`src/hw/rtl/i2cm_pkg.sv`:
```
// Package for the I2C EEPROM master: types, codes and constants.
// Used by the modules and interfaces of the block other than the checker; no dependencies.
package i2cm_pkg;

	// Field and register widths.
	localparam int ADDR_W         = 17;
	localparam int BCOUNT_W       = 16;
	localparam int CFG_DATA_W     = 24;
	localparam int COUNT_BITS_DEF = 16;

	// Action codes carried by a request beat (code 0 is a plain tick).
	localparam logic [1:0] ACT_WRITE = 2'd1;
	localparam logic [1:0] ACT_READ  = 2'd2;
	localparam logic [1:0] ACT_DATA  = 2'd3;

	// Configuration register indexes.
	localparam logic REG_ACK_TIMEOUT = 1'b0;
	localparam logic REG_WRITE_CYCLE = 1'b1;

	// Configuration reset values.
	localparam logic [7:0]  ACK_TIMEOUT_RST = 8'd255;
	localparam logic [23:0] WRITE_CYCLE_RST = 24'd70000;

	// Device codes: write, read, and the bit set for the upper 64 KiB.
	localparam logic [7:0] DEV_CODE_W  = 8'hA0;
	localparam logic [7:0] DEV_CODE_R  = 8'hA1;
	localparam logic [7:0] DEV_CODE_HI = 8'h02;

	typedef enum logic [3:0] {
		ST_IDLE,
		ST_START,
		ST_DEVW,
		ST_ADDRH,
		ST_ADDRL,
		ST_WDATA,
		ST_NEED,
		ST_RESTART,
		ST_DEVR,
		ST_RDATA,
		ST_STOP_OK,
		ST_STOP_FAIL,
		ST_WWAIT
	} seq_state_t;

	typedef struct packed {
		logic [7:0]  ack_timeout;
		logic [23:0] write_cycle_ticks;
	} cfg_t;

	typedef struct packed {
		logic [1:0]          action;
		logic [ADDR_W-1:0]   mem_address;
		logic [BCOUNT_W-1:0] byte_count;
		logic [7:0]          write_data;
		logic                sda_in;
	} req_t;

	typedef struct packed {
		logic       scl_out;
		logic       sda_out;
		logic       sda_drive;
		logic       write_control;
		logic [7:0] rx_byte;
		logic       read_valid;
		logic       need_data;
		logic       busy_res;
		logic       done_res;
		logic       status;
	} res_t;

	// Device code for the address held, read or write direction.
	function automatic logic [7:0] dev_code(input logic rd, input logic upper);
		logic [7:0] code;
		code = rd ? DEV_CODE_R : DEV_CODE_W;
		if (upper) begin
			code = code | DEV_CODE_HI;
		end
		return code;
	endfunction

endpackage

```
`src/hw/rtl/i2cm_if.sv`:
```
// Handshake channels of the I2C EEPROM master: request and result.
// Depends on i2cm_pkg for field widths.
interface i2cm_req_if import i2cm_pkg::*; ();
	logic                valid;
	logic                ready;
	logic [1:0]          action;
	logic [ADDR_W-1:0]   mem_address;
	logic [BCOUNT_W-1:0] byte_count;
	logic [7:0]          write_data;
	logic                sda_in;

	modport source (output valid, action, mem_address, byte_count, write_data, sda_in,
		input ready);
	modport sink (input valid, action, mem_address, byte_count, write_data, sda_in,
		output ready);
endinterface

interface i2cm_rsp_if import i2cm_pkg::*; ();
	logic       valid;
	logic       ready;
	logic       scl_out;
	logic       sda_out;
	logic       sda_drive;
	logic       write_control;
	logic [7:0] rx_byte;
	logic       read_valid;
	logic       need_data;
	logic       busy_res;
	logic       done_res;
	logic       status;

	modport source (output valid, scl_out, sda_out, sda_drive, write_control, rx_byte,
		read_valid, need_data, busy_res, done_res, status, input ready);
	modport sink (input valid, scl_out, sda_out, sda_drive, write_control, rx_byte,
		read_valid, need_data, busy_res, done_res, status, output ready);
endinterface

```
`src/hw/rtl/i2cm_cfg.sv`:
```
// Configuration registers of the I2C EEPROM master.
// Depends on i2cm_pkg for register indexes, reset values and cfg_t.
module i2cm_cfg import i2cm_pkg::*; (
	input  logic                  clk,
	input  logic                  arst_n,
	input  logic                  cfg_we,
	input  logic                  cfg_index,
	input  logic [CFG_DATA_W-1:0] cfg_data,
	output cfg_t                  cfg
);

	logic [7:0]  ack_timeout_q;
	logic [23:0] write_cycle_q;

	// Register writes, decoded by index.
	always_ff @(posedge clk or negedge arst_n) begin
		if (!arst_n) begin
			ack_timeout_q <= ACK_TIMEOUT_RST;
			write_cycle_q <= WRITE_CYCLE_RST;
		end else if (cfg_we) begin
			case (cfg_index)
				REG_ACK_TIMEOUT: ack_timeout_q <= cfg_data[7:0];
				REG_WRITE_CYCLE: write_cycle_q <= cfg_data[23:0];
				default: ;
			endcase
		end
	end

	assign cfg.ack_timeout       = ack_timeout_q;
	assign cfg.write_cycle_ticks = write_cycle_q;

endmodule

```
`src/hw/rtl/i2cm_seq.sv`:
```
// Bus sequencer of the I2C EEPROM master: one bus phase per accepted beat.
// Depends on i2cm_pkg for the state type, codes and the request/result structs.
module i2cm_seq import i2cm_pkg::*; #(
	parameter int COUNT_BITS = COUNT_BITS_DEF
) (
	input  logic clk,
	input  logic arst_n,
	input  cfg_t cfg,
	input  logic step,
	input  req_t item,
	output res_t res
);

	seq_state_t            state_q, n_state;
	logic [7:0]            shift_q, n_shift;
	logic [3:0]            bit_q, n_bit;
	logic [1:0]            phase_q, n_phase;
	logic [COUNT_BITS-1:0] left_q, n_left;
	logic [ADDR_W-1:0]     addr_q, n_addr;
	logic [23:0]           wait_q, n_wait;
	logic                  read_q, n_read;
	logic                  scl_q, n_scl;
	logic                  sda_q, n_sda;
	logic                  wc_q, n_wc;
	logic                  drv_q, n_drv;

	logic       ev_rvalid;
	logic [7:0] ev_rbyte;
	logic       ev_done;
	logic       ev_fail;

	// Next-state logic: one phase of start, byte, acknowledge, stop or wait.
	always_comb begin
		logic                  tx_ack;
		logic                  tx_fail;
		logic                  phase_done;
		logic [23:0]           wait_inc;
		logic [7:0]            rx_shift;
		logic [3:0]            bit_inc;
		logic [COUNT_BITS-1:0] left_dec;

		n_state   = state_q;
		n_shift   = shift_q;
		n_bit     = bit_q;
		n_phase   = phase_q;
		n_left    = left_q;
		n_addr    = addr_q;
		n_wait    = wait_q;
		n_read    = read_q;
		n_scl     = scl_q;
		n_sda     = sda_q;
		n_wc      = wc_q;
		n_drv     = drv_q;
		ev_rvalid = 1'b0;
		ev_rbyte  = 8'd0;
		ev_done   = 1'b0;
		ev_fail   = 1'b0;
		tx_ack    = 1'b0;
		tx_fail   = 1'b0;
		phase_done = 1'b0;
		wait_inc  = wait_q + 24'd1;
		rx_shift  = {shift_q[6:0], item.sda_in};
		bit_inc   = bit_q + 4'd1;
		left_dec  = (left_q != '0) ? left_q - COUNT_BITS'(1) : left_q;

		case (state_q)
			ST_IDLE: begin
				if (item.action == ACT_WRITE || item.action == ACT_READ) begin
					n_addr  = item.mem_address;
					n_left  = item.byte_count[COUNT_BITS-1:0];
					n_read  = (item.action == ACT_READ);
					if (item.action == ACT_WRITE) begin
						n_wc = 1'b0;
					end
					n_state = ST_START;
					n_bit   = 4'd0;
					n_phase = 2'd0;
				end
			end

			ST_START, ST_RESTART: begin
				case (phase_q)
					2'd0: begin
						{n_scl, n_sda, n_drv} = 3'b011;
						n_phase = 2'd1;
					end
					2'd1: begin
						{n_scl, n_sda, n_drv} = 3'b111;
						n_phase = 2'd2;
					end
					2'd2: begin
						{n_scl, n_sda, n_drv} = 3'b101;
						n_phase = 2'd3;
					end
					default: begin
						{n_scl, n_sda, n_drv} = 3'b001;
						n_bit   = 4'd0;
						n_phase = 2'd0;
						if (state_q == ST_START) begin
							n_shift = dev_code(1'b0, addr_q[ADDR_W-1]);
							n_state = ST_DEVW;
						end else begin
							n_shift = dev_code(1'b1, addr_q[ADDR_W-1]);
							n_state = ST_DEVR;
						end
					end
				endcase
			end

			ST_DEVW, ST_ADDRH, ST_ADDRL, ST_WDATA, ST_DEVR: begin
				// Eight data bits, then release SDA and poll for acknowledge.
				if (!bit_q[3]) begin
					case (phase_q)
						2'd0: begin
							{n_scl, n_sda, n_drv} = {1'b0, shift_q[7], 1'b1};
							n_phase = 2'd1;
						end
						2'd1: begin
							n_scl   = 1'b1;
							n_phase = 2'd2;
						end
						default: begin
							n_scl   = 1'b0;
							n_shift = {shift_q[6:0], 1'b0};
							n_bit   = bit_inc;
							n_phase = 2'd0;
						end
					endcase
				end else begin
					case (phase_q)
						2'd0: begin
							{n_scl, n_sda, n_drv} = 3'b010;
							n_phase = 2'd1;
						end
						2'd1: begin
							n_scl   = 1'b1;
							n_wait  = 24'd0;
							n_phase = 2'd2;
						end
						default: begin
							if (!item.sda_in) begin
								tx_ack = 1'b1;
							end else begin
								n_wait = wait_inc;
								if (wait_inc >= {16'd0, cfg.ack_timeout}) begin
									tx_fail = 1'b1;
								end
							end
							if (tx_ack || tx_fail) begin
								{n_scl, n_sda, n_drv} = 3'b001;
								n_bit   = 4'd0;
								n_phase = 2'd0;
							end
						end
					endcase
				end

				// Pick the next byte once the slave has acknowledged, or go to the failing STOP on a timeout.
				if (tx_fail) begin
					n_state = ST_STOP_FAIL;
				end else if (tx_ack) begin
					case (state_q)
						ST_DEVW: begin
							n_shift = addr_q[15:8];
							n_state = ST_ADDRH;
						end
						ST_ADDRH: begin
							n_shift = addr_q[7:0];
							n_state = ST_ADDRL;
						end
						ST_ADDRL: begin
							if (read_q) begin
								n_state = ST_RESTART;
							end else begin
								n_state = (left_q == '0) ? ST_STOP_OK : ST_NEED;
							end
						end
						ST_WDATA: begin
							n_left  = left_dec;
							n_state = (left_dec == '0) ? ST_STOP_OK : ST_NEED;
						end
						default: begin
							n_shift = 8'd0;
							n_state = (left_q == '0) ? ST_STOP_OK : ST_RDATA;
						end
					endcase
				end
			end

			ST_NEED: begin
				if (item.action == ACT_DATA) begin
					n_shift = item.write_data;
					n_state = ST_WDATA;
					n_bit   = 4'd0;
					n_phase = 2'd0;
				end
			end

			ST_RDATA: begin
				// Eight sampled bits, then ACK, or NACK on the last byte.
				if (!bit_q[3]) begin
					case (phase_q)
						2'd0: begin
							{n_scl, n_sda, n_drv} = 3'b010;
							n_phase = 2'd1;
						end
						2'd1: begin
							n_scl   = 1'b1;
							n_phase = 2'd2;
						end
						default: begin
							n_shift = rx_shift;
							n_scl   = 1'b0;
							n_bit   = bit_inc;
							n_phase = 2'd0;
							if (bit_inc[3]) begin
								ev_rvalid = 1'b1;
								ev_rbyte  = rx_shift;
								n_left    = left_dec;
							end
						end
					endcase
				end else begin
					case (phase_q)
						2'd0: begin
							{n_scl, n_sda, n_drv} = {1'b0, (left_q == '0), 1'b1};
							n_phase = 2'd1;
						end
						2'd1: begin
							n_scl   = 1'b1;
							n_phase = 2'd2;
						end
						default: begin
							n_scl   = 1'b0;
							n_state = (left_q == '0) ? ST_STOP_OK : ST_RDATA;
							n_bit   = 4'd0;
							n_phase = 2'd0;
						end
					endcase
				end
			end

			ST_STOP_OK, ST_STOP_FAIL: begin
				case (phase_q)
					2'd0: begin
						{n_scl, n_sda, n_drv} = 3'b001;
						n_phase = 2'd1;
					end
					2'd1: begin
						{n_scl, n_sda, n_drv} = 3'b101;
						n_phase = 2'd2;
					end
					default: begin
						{n_scl, n_sda, n_drv} = 3'b111;
						n_phase    = 2'd0;
						phase_done = 1'b1;
					end
				endcase
				if (phase_done) begin
					n_bit = 4'd0;
					if (state_q == ST_STOP_FAIL) begin
						n_wc    = 1'b1;
						n_state = ST_IDLE;
						ev_done = 1'b1;
						ev_fail = 1'b1;
					end else if (read_q) begin
						n_state = ST_IDLE;
						ev_done = 1'b1;
					end else begin
						n_wait  = 24'd0;
						n_state = ST_WWAIT;
					end
				end
			end

			ST_WWAIT: begin
				if (wait_q >= cfg.write_cycle_ticks) begin
					n_wc    = 1'b1;
					n_state = ST_IDLE;
					n_bit   = 4'd0;
					n_phase = 2'd0;
					ev_done = 1'b1;
				end else begin
					n_wait = wait_inc;
				end
			end

			default: begin
				n_state = ST_IDLE;
				n_bit   = 4'd0;
				n_phase = 2'd0;
			end
		endcase
	end

	// Result of this beat: line levels after the update plus events.
	always_comb begin
		res.scl_out       = n_scl;
		res.sda_out       = n_sda;
		res.sda_drive     = n_drv;
		res.write_control = n_wc;
		res.rx_byte       = ev_rbyte;
		res.read_valid    = ev_rvalid;
		res.need_data     = (n_state == ST_NEED);
		res.busy_res      = (n_state != ST_IDLE);
		res.done_res      = ev_done;
		res.status        = ev_fail;
	end

	// Sequencer state advances on every accepted beat.
	always_ff @(posedge clk or negedge arst_n) begin
		if (!arst_n) begin
			state_q <= ST_IDLE;
			shift_q <= 8'd0;
			bit_q   <= 4'd0;
			phase_q <= 2'd0;
			left_q  <= '0;
			addr_q  <= '0;
			wait_q  <= 24'd0;
			read_q  <= 1'b0;
			scl_q   <= 1'b1;
			sda_q   <= 1'b1;
			wc_q    <= 1'b1;
			drv_q   <= 1'b1;
		end else if (step) begin
			state_q <= n_state;
			shift_q <= n_shift;
			bit_q   <= n_bit;
			phase_q <= n_phase;
			left_q  <= n_left;
			addr_q  <= n_addr;
			wait_q  <= n_wait;
			read_q  <= n_read;
			scl_q   <= n_scl;
			sda_q   <= n_sda;
			wc_q    <= n_wc;
			drv_q   <= n_drv;
		end
	end

endmodule

```
`src/hw/rtl/i2cm_outreg.sv`:
```
// Result register of the I2C EEPROM master, driving the result channel.
// Depends on i2cm_pkg for res_t and on i2cm_rsp_if.
module i2cm_outreg import i2cm_pkg::*; (
	input  logic              clk,
	input  logic              arst_n,
	input  logic              load_valid,
	input  res_t              load_data,
	output logic              load_ready,
	i2cm_rsp_if.source        rsp
);

	logic valid_s1;
	res_t data_s1;

	// The stage takes a new beat when empty or when its beat leaves now.
	assign load_ready = !valid_s1 || rsp.ready;

	always_ff @(posedge clk or negedge arst_n) begin
		if (!arst_n) begin
			valid_s1 <= 1'b0;
		end else if (load_valid && load_ready) begin
			valid_s1 <= 1'b1;
		end else if (rsp.ready) begin
			valid_s1 <= 1'b0;
		end
	end

	always_ff @(posedge clk) begin
		if (load_valid && load_ready) begin
			data_s1 <= load_data;
		end
	end

	assign rsp.valid         = valid_s1;
	assign rsp.scl_out       = data_s1.scl_out;
	assign rsp.sda_out       = data_s1.sda_out;
	assign rsp.sda_drive     = data_s1.sda_drive;
	assign rsp.write_control = data_s1.write_control;
	assign rsp.rx_byte       = data_s1.rx_byte;
	assign rsp.read_valid    = data_s1.read_valid;
	assign rsp.need_data     = data_s1.need_data;
	assign rsp.busy_res      = data_s1.busy_res;
	assign rsp.done_res      = data_s1.done_res;
	assign rsp.status        = data_s1.status;

endmodule

```
`src/hw/rtl/i2c_eeprom_master_top.sv`:
```
// I2C EEPROM master, 17-bit byte address: a request beat is one bus phase (tick), and
// the result beat gives the line levels and events after that phase. Every request
// beat yields exactly one result beat, which passes through the result register;
// one beat is accepted per clock while the result register is empty or being drained,
// so the sustained rate is one beat per clock and rsp.ready alone sets any stall.
// Write the configuration registers only while no transfer is running.
// Depends on i2cm_pkg, i2cm_if, i2cm_cfg, i2cm_seq and i2cm_outreg.
module i2c_eeprom_master_top import i2cm_pkg::*; #(
	parameter int COUNT_BITS = COUNT_BITS_DEF
) (
	input  logic                  clk,
	input  logic                  arst_n,
	input  logic                  cfg_we,
	input  logic                  cfg_index,
	input  logic [CFG_DATA_W-1:0] cfg_data,
	i2cm_req_if.sink              req,
	i2cm_rsp_if.source            rsp
);

	cfg_t cfg;
	req_t item;
	res_t step_res;
	logic load_ready;
	logic step;

	// A request beat is taken whenever the result stage can take its result.
	assign req.ready = load_ready;
	assign step      = req.valid && load_ready;

	assign item.action      = req.action;
	assign item.mem_address = req.mem_address;
	assign item.byte_count  = req.byte_count;
	assign item.write_data  = req.write_data;
	assign item.sda_in      = req.sda_in;

	i2cm_cfg u_cfg (
		.clk       (clk),
		.arst_n    (arst_n),
		.cfg_we    (cfg_we),
		.cfg_index (cfg_index),
		.cfg_data  (cfg_data),
		.cfg       (cfg)
	);

	i2cm_seq #(
		.COUNT_BITS (COUNT_BITS)
	) u_seq (
		.clk    (clk),
		.arst_n (arst_n),
		.cfg    (cfg),
		.step   (step),
		.item   (item),
		.res    (step_res)
	);

	i2cm_outreg u_outreg (
		.clk        (clk),
		.arst_n     (arst_n),
		.load_valid (req.valid),
		.load_data  (step_res),
		.load_ready (load_ready),
		.rsp        (rsp)
	);

endmodule

```
`src/flat_wrapper.sv`:
```
// flat-port wrapper written by rule: the top's interface ports become plain ports
module i2c_eeprom_master_top_flat import i2cm_pkg::*;
#(
	parameter int COUNT_BITS = COUNT_BITS_DEF
)
  (clk, arst_n, cfg_we, cfg_index, cfg_data, req_valid, req_action, req_mem_address, req_byte_count, req_write_data, req_sda_in, req_ready, rsp_valid, rsp_scl_out, rsp_sda_out, rsp_sda_drive, rsp_write_control, rsp_rx_byte, rsp_read_valid, rsp_need_data, rsp_busy_res, rsp_done_res, rsp_status, rsp_ready);
  i2cm_req_if req_i ();
  i2cm_rsp_if rsp_i ();
  input  logic clk;
  input  logic arst_n;
  input  logic cfg_we;
  input  logic cfg_index;
  input  logic [CFG_DATA_W-1:0] cfg_data;
  input wire logic [$bits(req_i.valid)-1:0] req_valid;
  input wire logic [$bits(req_i.action)-1:0] req_action;
  input wire logic [$bits(req_i.mem_address)-1:0] req_mem_address;
  input wire logic [$bits(req_i.byte_count)-1:0] req_byte_count;
  input wire logic [$bits(req_i.write_data)-1:0] req_write_data;
  input wire logic [$bits(req_i.sda_in)-1:0] req_sda_in;
  output wire logic [$bits(req_i.ready)-1:0] req_ready;
  output wire logic [$bits(rsp_i.valid)-1:0] rsp_valid;
  output wire logic [$bits(rsp_i.scl_out)-1:0] rsp_scl_out;
  output wire logic [$bits(rsp_i.sda_out)-1:0] rsp_sda_out;
  output wire logic [$bits(rsp_i.sda_drive)-1:0] rsp_sda_drive;
  output wire logic [$bits(rsp_i.write_control)-1:0] rsp_write_control;
  output wire logic [$bits(rsp_i.rx_byte)-1:0] rsp_rx_byte;
  output wire logic [$bits(rsp_i.read_valid)-1:0] rsp_read_valid;
  output wire logic [$bits(rsp_i.need_data)-1:0] rsp_need_data;
  output wire logic [$bits(rsp_i.busy_res)-1:0] rsp_busy_res;
  output wire logic [$bits(rsp_i.done_res)-1:0] rsp_done_res;
  output wire logic [$bits(rsp_i.status)-1:0] rsp_status;
  input wire logic [$bits(rsp_i.ready)-1:0] rsp_ready;
  assign req_i.valid = req_valid;
  assign req_i.action = req_action;
  assign req_i.mem_address = req_mem_address;
  assign req_i.byte_count = req_byte_count;
  assign req_i.write_data = req_write_data;
  assign req_i.sda_in = req_sda_in;
  assign req_ready = req_i.ready;
  assign rsp_valid = rsp_i.valid;
  assign rsp_scl_out = rsp_i.scl_out;
  assign rsp_sda_out = rsp_i.sda_out;
  assign rsp_sda_drive = rsp_i.sda_drive;
  assign rsp_write_control = rsp_i.write_control;
  assign rsp_rx_byte = rsp_i.rx_byte;
  assign rsp_read_valid = rsp_i.read_valid;
  assign rsp_need_data = rsp_i.need_data;
  assign rsp_busy_res = rsp_i.busy_res;
  assign rsp_done_res = rsp_i.done_res;
  assign rsp_status = rsp_i.status;
  assign rsp_i.ready = rsp_ready;
  i2c_eeprom_master_top #(.COUNT_BITS(COUNT_BITS)) u_core (.clk(clk), .arst_n(arst_n), .cfg_we(cfg_we), .cfg_index(cfg_index), .cfg_data(cfg_data), .req(req_i), .rsp(rsp_i));
endmodule
```
`config.mk`:
```
export PLATFORM = sky130hd
export DESIGN_NAME = i2c_eeprom_master_top_flat
export DESIGN_NICKNAME = d
export VERILOG_FILES = /design/src/hw/rtl/i2cm_pkg.sv /design/src/hw/rtl/i2cm_if.sv /design/src/hw/rtl/i2cm_cfg.sv /design/src/hw/rtl/i2cm_seq.sv /design/src/hw/rtl/i2cm_outreg.sv /design/src/hw/rtl/i2c_eeprom_master_top.sv /design/src/flat_wrapper.sv
export SDC_FILE = /design/constraint.sdc
export NUM_CORES = 1
export LEC_CHECK = 0
export BUFFER_PORTS_ARGS = -buffer_cell sky130_fd_sc_hd__buf_2
export CORE_ASPECT_RATIO = 0.6
export CORE_MARGIN = 1
export CORE_UTILIZATION = 65
export CTS_CLUSTER_DIAMETER = 150
export DETAILED_ROUTE_END_ITERATION = 10
export PLACE_DENSITY = 0.9
export RECOVER_POWER = 25
export SLEW_MARGIN = 10
export SYNTH_ARGS = -nofsm -noshare
export SYNTH_HDL_FRONTEND = slang
export SYNTH_HIERARCHICAL = 1
export SYNTH_SLANG_ARGS = --single-unit
export TNS_END_PERCENT = 1
```
`constraint.sdc`:
```
create_clock -name clk -period 5.3 [get_ports clk]
set_input_delay 0.53 -clock clk [delete_from_list [all_inputs] [get_ports clk]]
set_output_delay 0.53 -clock clk [all_outputs]
set_load 0.03 [all_outputs]
```
* After elaboration in Yosys (flattened, before gate mapping) *
Index checks and enable logic that the tools add are counted.

operators by class
  $add $sub $neg = 3
  multipliers = 0
  div/mod/pow operators = 0
  order comparisons = 2
  equality and inequality tests = 39
  shift-type cells = 0
  multiplexer cells = 124
  bitwise operators = 3
  reduce and logical (&&, ||, !) cells = 36

operators by type and width
  cell                                                 count
  two-way mux 24 bit                                   6
  two-way mux 16 bit                                   8
  two-way mux 4 bit                                    26
  two-way mux 8 bit                                    9
  case mux 24 bit (3 select lines)                     1
  case mux 4 bit (7 select lines)                      2
  case mux 16 bit (3 select lines)                     1
  case mux 24 bit (2 select lines)                     1
  two-way mux 1 bit                                    47
  logical NOT 16 bit                                   2
  != test 2 bit, second input constant                 16
  case mux 8 bit (4 select lines)                      1
  AND reduction 9 bit                                  3
  adder 24 x 1 -> 24 bit, second input constant        1
  >= comparator 24 bit                                 1
  >= comparator 24 x 8 -> 1 bit                        1
  case mux 8 bit (3 select lines)                      1
  equality test 4 x 3 -> 1 bit, second input constant  5
  equality test 4 bit, second input constant           5
  two-way mux 2 bit                                    8
  case mux 4 bit (4 select lines)                      1
  nonzero test 16 bit                                  1
  subtractor 16 x 1 -> 16 bit, second input constant   1
  != test 3 bit, second input constant                 4
  other kinds (29)                                     55

word-level totals
  register bits after elaboration = 130
  latch bits = 0
  RAM bits = 0
  bits in read-only memories = 0
  input bits = 74
  output and inout bits = 19
  word-level logic and storage cells = 233
  memories = 0

* Longest topological paths before layout *
  depth in word-level cells = 13
  depth in mapped cells = 16
  depth with buffers taken out = 13

* Cells and area by module *
The synthesis kept the hierarchy.

modules (own cells, without submodules)
  module                 times used  cells each  area each (um^2)  seq. area each (um^2)
  i2cm_seq               1           856         6851.6            2006.9
  i2cm_cfg               1           69          1208.7            818.3
  i2cm_outreg            1           21          564.3             535.5
  i2c_eeprom_master_top  1           1           6.3               0.0

* Worst setup path after synthesis *
No wires, ideal clock.

  path type = register to register
  start = register u_core.u_seq.wait_q[0]
  end = register u_core.u_outreg.data_s1, in the netlist u_core/u_outreg/rsp.busy_res (data pin)
  library setup time = 0.278 ns
  arrival = 2.910 ns
  data required time = 5.022 ns
  setup slack = 2.112 ns
  stages on the path, launching flop included = 15
  path buffers = 1
  clock period less this slack = 3.188 ns
  cells stage by stage = dfrtp_1 ha_1 and3_1 buf_2 and3_1 xnor2_1 inv_1 ha_1 a21oi_1 nand2_1 a221oi_1 and4_1 nand3_2 a2111oi_2 o211ai_1

RTL lines
  what                      RTL line           RTL
  start: declaration        i2cm_seq.sv:20     logic [23:0] wait_q, n_wait;
  start signal: assignment  i2cm_seq.sv:332    wait_q <= n_wait;
  end signal: assignment    i2cm_outreg.sv:30  data_s1 <= load_data;
  end: declaration          i2cm_outreg.sv:13  res_t data_s1;

* Final worst setup path *
  start = register u_core.u_seq.phase_q[0]
  end = register u_core.u_seq.shift_q[3]

between the ends
  cells in the longest elaborated chain, start to end = 8
  elaborated cells on any way between the ends = 20
  classes of those cells = eq/ne (4); mux (12); reduce/logical (4)

ends and longest elaborated chain
  what                                                                  RTL line                          RTL
  start: declaration                                                    i2cm_seq.sv:17                    logic [1:0] phase_q, n_phase;
  start signal: assignment                                              i2cm_seq.sv:329                   phase_q <= n_phase;
  equality test 2 x 1 -> 1 bit or logical NOT 2 bit (tied branches)     -
  OR reduction 2 bit (no source line)                                   -
  two-way mux 8 bit or two-way mux 1 bit (tied branches)                i2cm_seq.sv:113, i2cm_seq.sv:130
  two-way mux 8 bit or two-way mux 1 bit (tied branches)                i2cm_seq.sv:112                   if (!bit_q[3]) begin
  case mux 8 bit (3 select lines) or two-way mux 1 bit (tied branches)  i2cm_seq.sv:162, i2cm_seq.sv:66
  two-way mux 8 bit                                                     i2cm_seq.sv:161                   end else if (tx_ack) begin
  two-way mux 8 bit                                                     i2cm_seq.sv:159                   if (tx_fail) begin
  case mux 8 bit (4 select lines)                                       i2cm_seq.sv:66                    case (state_q)
  end signal: assignment                                                i2cm_seq.sv:327                   shift_q <= n_shift;
  end: declaration                                                      i2cm_seq.sv:15                    logic [7:0] shift_q, n_shift;

Parallel ways exist; a longest one is shown, timed or not. The select of a mux whose other input is x is not followed.
A chain may end at the register's enable or synchronous reset.

==> out/results.tsv <==
stage	metric	value	unit
synthesis	synthesized net count	1064	
sta	RSZ-0062 raised after global routing	no	
min_path	HP Class	input pin to async pin	
setup_path	CP startpoint kind	register	
power	pwr/cell area	593	nW/um^2
setup_path	CP max stage delay	0.85	ns
global_route	Overall Global Routing Usage	0.378	
clock_tree	Setup Buffers After CTS	0	
placed_design	IO buf count	92	
clock_tree	CTS Hold Bufs	0	
cells_and_area	layout cells sized above 1	0.218	
cells_and_area	fin util	0.751	
floorplanning	core box area	12900	um^2
cells_and_area	antenna diode count	0	
setup_path	r2r startpoint	u_core/u_seq/phase_q[0]$_DFFE_PN0P_	
setup_path	CP dominant cell by count	a21oi_1	
clock_tree	H-tree depth	4	
synthesis	Post-Syn Area	8630	um^2
cells_and_area	Area growth, synth to finish	12.1	%
detailed_routing	via count	8201	
synthesis	compound-cell area share of the yosys netlist	0.206	
run_status	status	completed	
power	P_leak	0.00420	uW
synthesis	Synth Flop Type	dfrtp_1	
setup_path	Critical Path AT	3.84	ns
synthesis	XOR/XNOR Fraction of Synth Area	0.00913	
sta	final period utilization	0.675	
placed_design	GP Congestion	1.06	
synthesis	largest family of logic cells by synthesized area	compound AO/OA/AOI/OAI gates	
global_route	total grt overflow	0	
floorplanning	number of I/O pins	93	
synthesis	post-synthesis sequential area ratio	0.389	
placed_design	placed cell count	1163	
setup_path	R2R depth	9	
clock_tree	Worst-path clk slew	0.07	ns
synthesis	FFs w/ async S/R, synth	0.869	
floorplanning	die width	151	um
setup_path	worst setup path start	u_core/u_seq/phase_q[0]$_DFFE_PN0P_	
placed_design	dpl hpwl	18.0	mm
cells_and_area	post-route insts no fill	1195	
floorplanning	Initial Util	0.669	
floorplanning	die area	13800	um^2
setup_path	crit path to	u_core/u_seq/shift_q[3]$_DFFE_PN0P_	
setup_path	critical-path cell list	inv_1 > ha_1 > nor3b_1 > nand2_1 > a21oi_1 > o22a_1 > a21oi_1 > a221oi_1 > o21ai_0	
sta	Max-slew headroom	0.318	
floorplanning	FP Rows	32	
detailed_routing	WL/cell	21.1	um
global_route	first-pass GRT wire length	39.2	mm
clock_tree	CTS sink count	130	
global_route	vias in the first global route	7339	
synthesis	post-synthesis share of cell area spent on full adders, half adders and majority gates	0.0623	
detailed_routing	TritonRoute pass-1 iters	9	
sta	Tmin final	3.58	ns
synthesis	Gate Count Post-Synth	947	
synthesis	Syn Area/Cell	9.11	um^2
clock_tree	post-CTS sizing	0	
clock_tree	Clock Tree Root	clkbuf_16	
detailed_routing	initial DRC count	1376	
sta	Hold Violations, Final	0	
global_route	initial antenna violation count	0	
detailed_routing	ANT nets after route	0	
sta	Slew Viols, Final	0	
synthesis	mux cell area share after synthesis	0.0921	
synthesis	fraction of the mapped netlist area in simple logic gates	0.185	
floorplanning	Die Y	91.3	um
clock_tree	deepest clock path buffer count	2	
setup_path	CP Class	register to register	
flow_run	max-cap viol count	0	
detailed_routing	final WL	25.2	mm
cells_and_area	fin nets	1129	
cells_and_area	fillers	908	
cells_and_area	Multi-input gate area	4780	um^2
synthesis	FF+latch count, synth	130	
setup_path	crit path capture type	register	
detailed_routing	Via density	6.86	
sta	Final Setup Violations	0	
synthesis	number of synthesized flops with an enable pin	17	
setup_path	Slowest-stage cell, CP	a21oi_1	
setup_path	setup slack, reg-to-reg	1.72	ns
clock_tree	CTS tree	done	
synthesis	post-synth cell types	78	
sta	setup TNS after final layout	0	ns
global_route	pin count of the biggest net entering global routing	79	
sta	Fmax	280	MHz
clock_tree	clock latency on the worst-skew pair	0.42	ns
synthesis	Synth Warn #	6	
sta	worst-case clock skew	0.00752	ns
setup_path	WP data required	5.57	ns
sta	Least-Margin Pin Slew	1.02	ns
power	Max rail drop VDD	0.306	mV
cells_and_area	FF+latch area	3360	um^2
clock_tree	number of buffers created by CTS	17	
setup_path	capturing point of the worst reg2reg path	u_core/u_seq/shift_q[3]$_DFFE_PN0P_	
detailed_routing	DRC	0	
setup_path	crit path max fanout	13	
[synth_stat cells (11+ instances only)]
| cell | number | area (um^2) |
|---|---|---|
| dfstp_2 | 18 | 473 |
| nor3_1 | 23 | 115 |
| mux2_2 | 51 | 574 |
| nor2_1 | 71 | 267 |
| a31oi_1 | 13 | 81.3 |
| and2_1 | 11 | 68.8 |
| o31ai_1 | 13 | 97.6 |
| mux2i_1 | 22 | 220 |
| nand2_1 | 62 | 233 |
| edfxtp_1 | 17 | 510 |
| nor4_1 | 16 | 100 |
| a211oi_1 | 12 | 90.1 |
| dfrtp_1 | 95 | 2380 |
| nand4_1 | 15 | 93.8 |
| o22ai_1 | 11 | 68.8 |
| ha_1 | 43 | 538 |
| o21ai_0 | 84 | 420 |
| nand2b_1 | 13 | 81.3 |
| inv_1 | 60 | 225 |
| nand3_1 | 28 | 140 |
| clkbuf_1 | 30 | 113 |
| a21oi_1 | 62 | 310 |
[final cells by class]
class | instances | area share
clock buffers | 19 | 0.0480
clock inverters | 13 | 0.0114
inverters | 61 | 0.0237
multi-input cells | 702 | 0.494
flip-flops and latches | 130 | 0.347
well taps | 170 | 0.0220
repair buffers | 100 | 0.0539
[routing by layer]
layer  routed length (um)  part of all wire  track usage  up-vias
met5                    0                 0       0.0192        -
met4                  427             0.017       0.0917        0
met3                 4160              0.16        0.179       75
met2                 9710              0.38        0.476      669
met1                11000              0.43        0.567     3805
li1                     -                 -            -     3652
[kinds of logic after synthesis]
group | count (synthesis)
AO/OA/AOI/OAI | 280
XOR/XNOR | 9
adder cells (fa/ha/maj) | 43
buffers and inverters | 115
flip-flops | 130
multiplexers | 73
AND/OR/NAND/NOR | 297
[power breakdown]
| group | internal (uW) | total, uW | switching, uW |
|---|---|---|---|
| Combinational | 998 | 2680 | 1690 |
| Clock | 655 | 1160 | 502 |
| Sequential | 1370 | 1900 | 530 |
[flip-flops by register name, summed over array words and instances (netlist names), 2 cells and up]
| register | cells |
|---|---|
| u_core/u_cfg/ack_timeout_q | 8 |
| u_core/u_seq/addr_q | 17 |
| u_core/u_cfg/write_cycle_q | 24 |
| u_core/u_seq/phase_q | 2 |
| u_core/u_seq/left_q | 16 |
| u_core/u_seq/state_q | 4 |
| u_core/u_outreg/rsp.rx_byte | 8 |
| u_core/u_seq/shift_q | 8 |
| u_core/u_seq/bit_q | 4 |
| u_core/u_seq/wait_q | 24 |
[worst max-delay path: cells and delay by family (launching register included)]
| family | cells | cell delay [ns] |
|---|---|---|
| compound gates | 5 | 1.51 |
| fa+ha+maj | 1 | 0.39 |
| buf+inv | 1 | 0.10 |
| flops | 1 | 0.41 |
| simple gates | 2 | 1.01 |
[layout by cell type, fill, tap and decap left out, types with 12 or more instances in the layout]
master / count
a211oi_1: 12
a21oi_1: 62
a31oi_1: 13
buf_2: 90
clkbuf_16: 18
dfrtp_1: 95
dfstp_2: 18
edfxtp_1: 17
ha_1: 43
inv_1: 60
mux2_2: 50
mux2i_1: 22
nand2_1: 62
nand2b_1: 14
nand3_1: 28
nand4_1: 15
nor2_1: 70
nor3_1: 23
nor4_1: 16
o21ai_0: 84
o31ai_1: 13
[how the worst min path moves through the flow]
stage,end,slack (ns),cells past startpoint
3_5_place_dp,u_core/u_seq/scl_q$_DFFE_PN1P_,0.48,2
4_1_cts,u_core/u_seq/left_q[3]$_DFFE_PN0P_,0.31,1
2_1_floorplan,u_core/u_cfg/write_cycle_q[0]$_DFFE_PN0P_,0.23,0
5_1_grt,u_core/u_seq/addr_q[10]$_DFFE_PN0P_,0.32,2
6_report,u_core/u_seq/left_q[3]$_DFFE_PN0P_,0.26,1
3_3_place_gp,u_core/u_seq/scl_q$_DFFE_PN1P_,0.48,2
[stage by stage]
step	instance area [um^2]	total power, uW	setup slack [ns]	hold slack (ns)
after floorplan	8630	3700	2.11	0.234
after global placement	9110	4310	1.92	0.477
after detailed placement	9110	4400	1.81	0.482
after CTS	9690	5600	1.79	0.306
after global routing	9680	6040	1.51	0.317
final	9680	5740	1.72	0.263
Note: power is estimated with default switching activity, not from simulation.
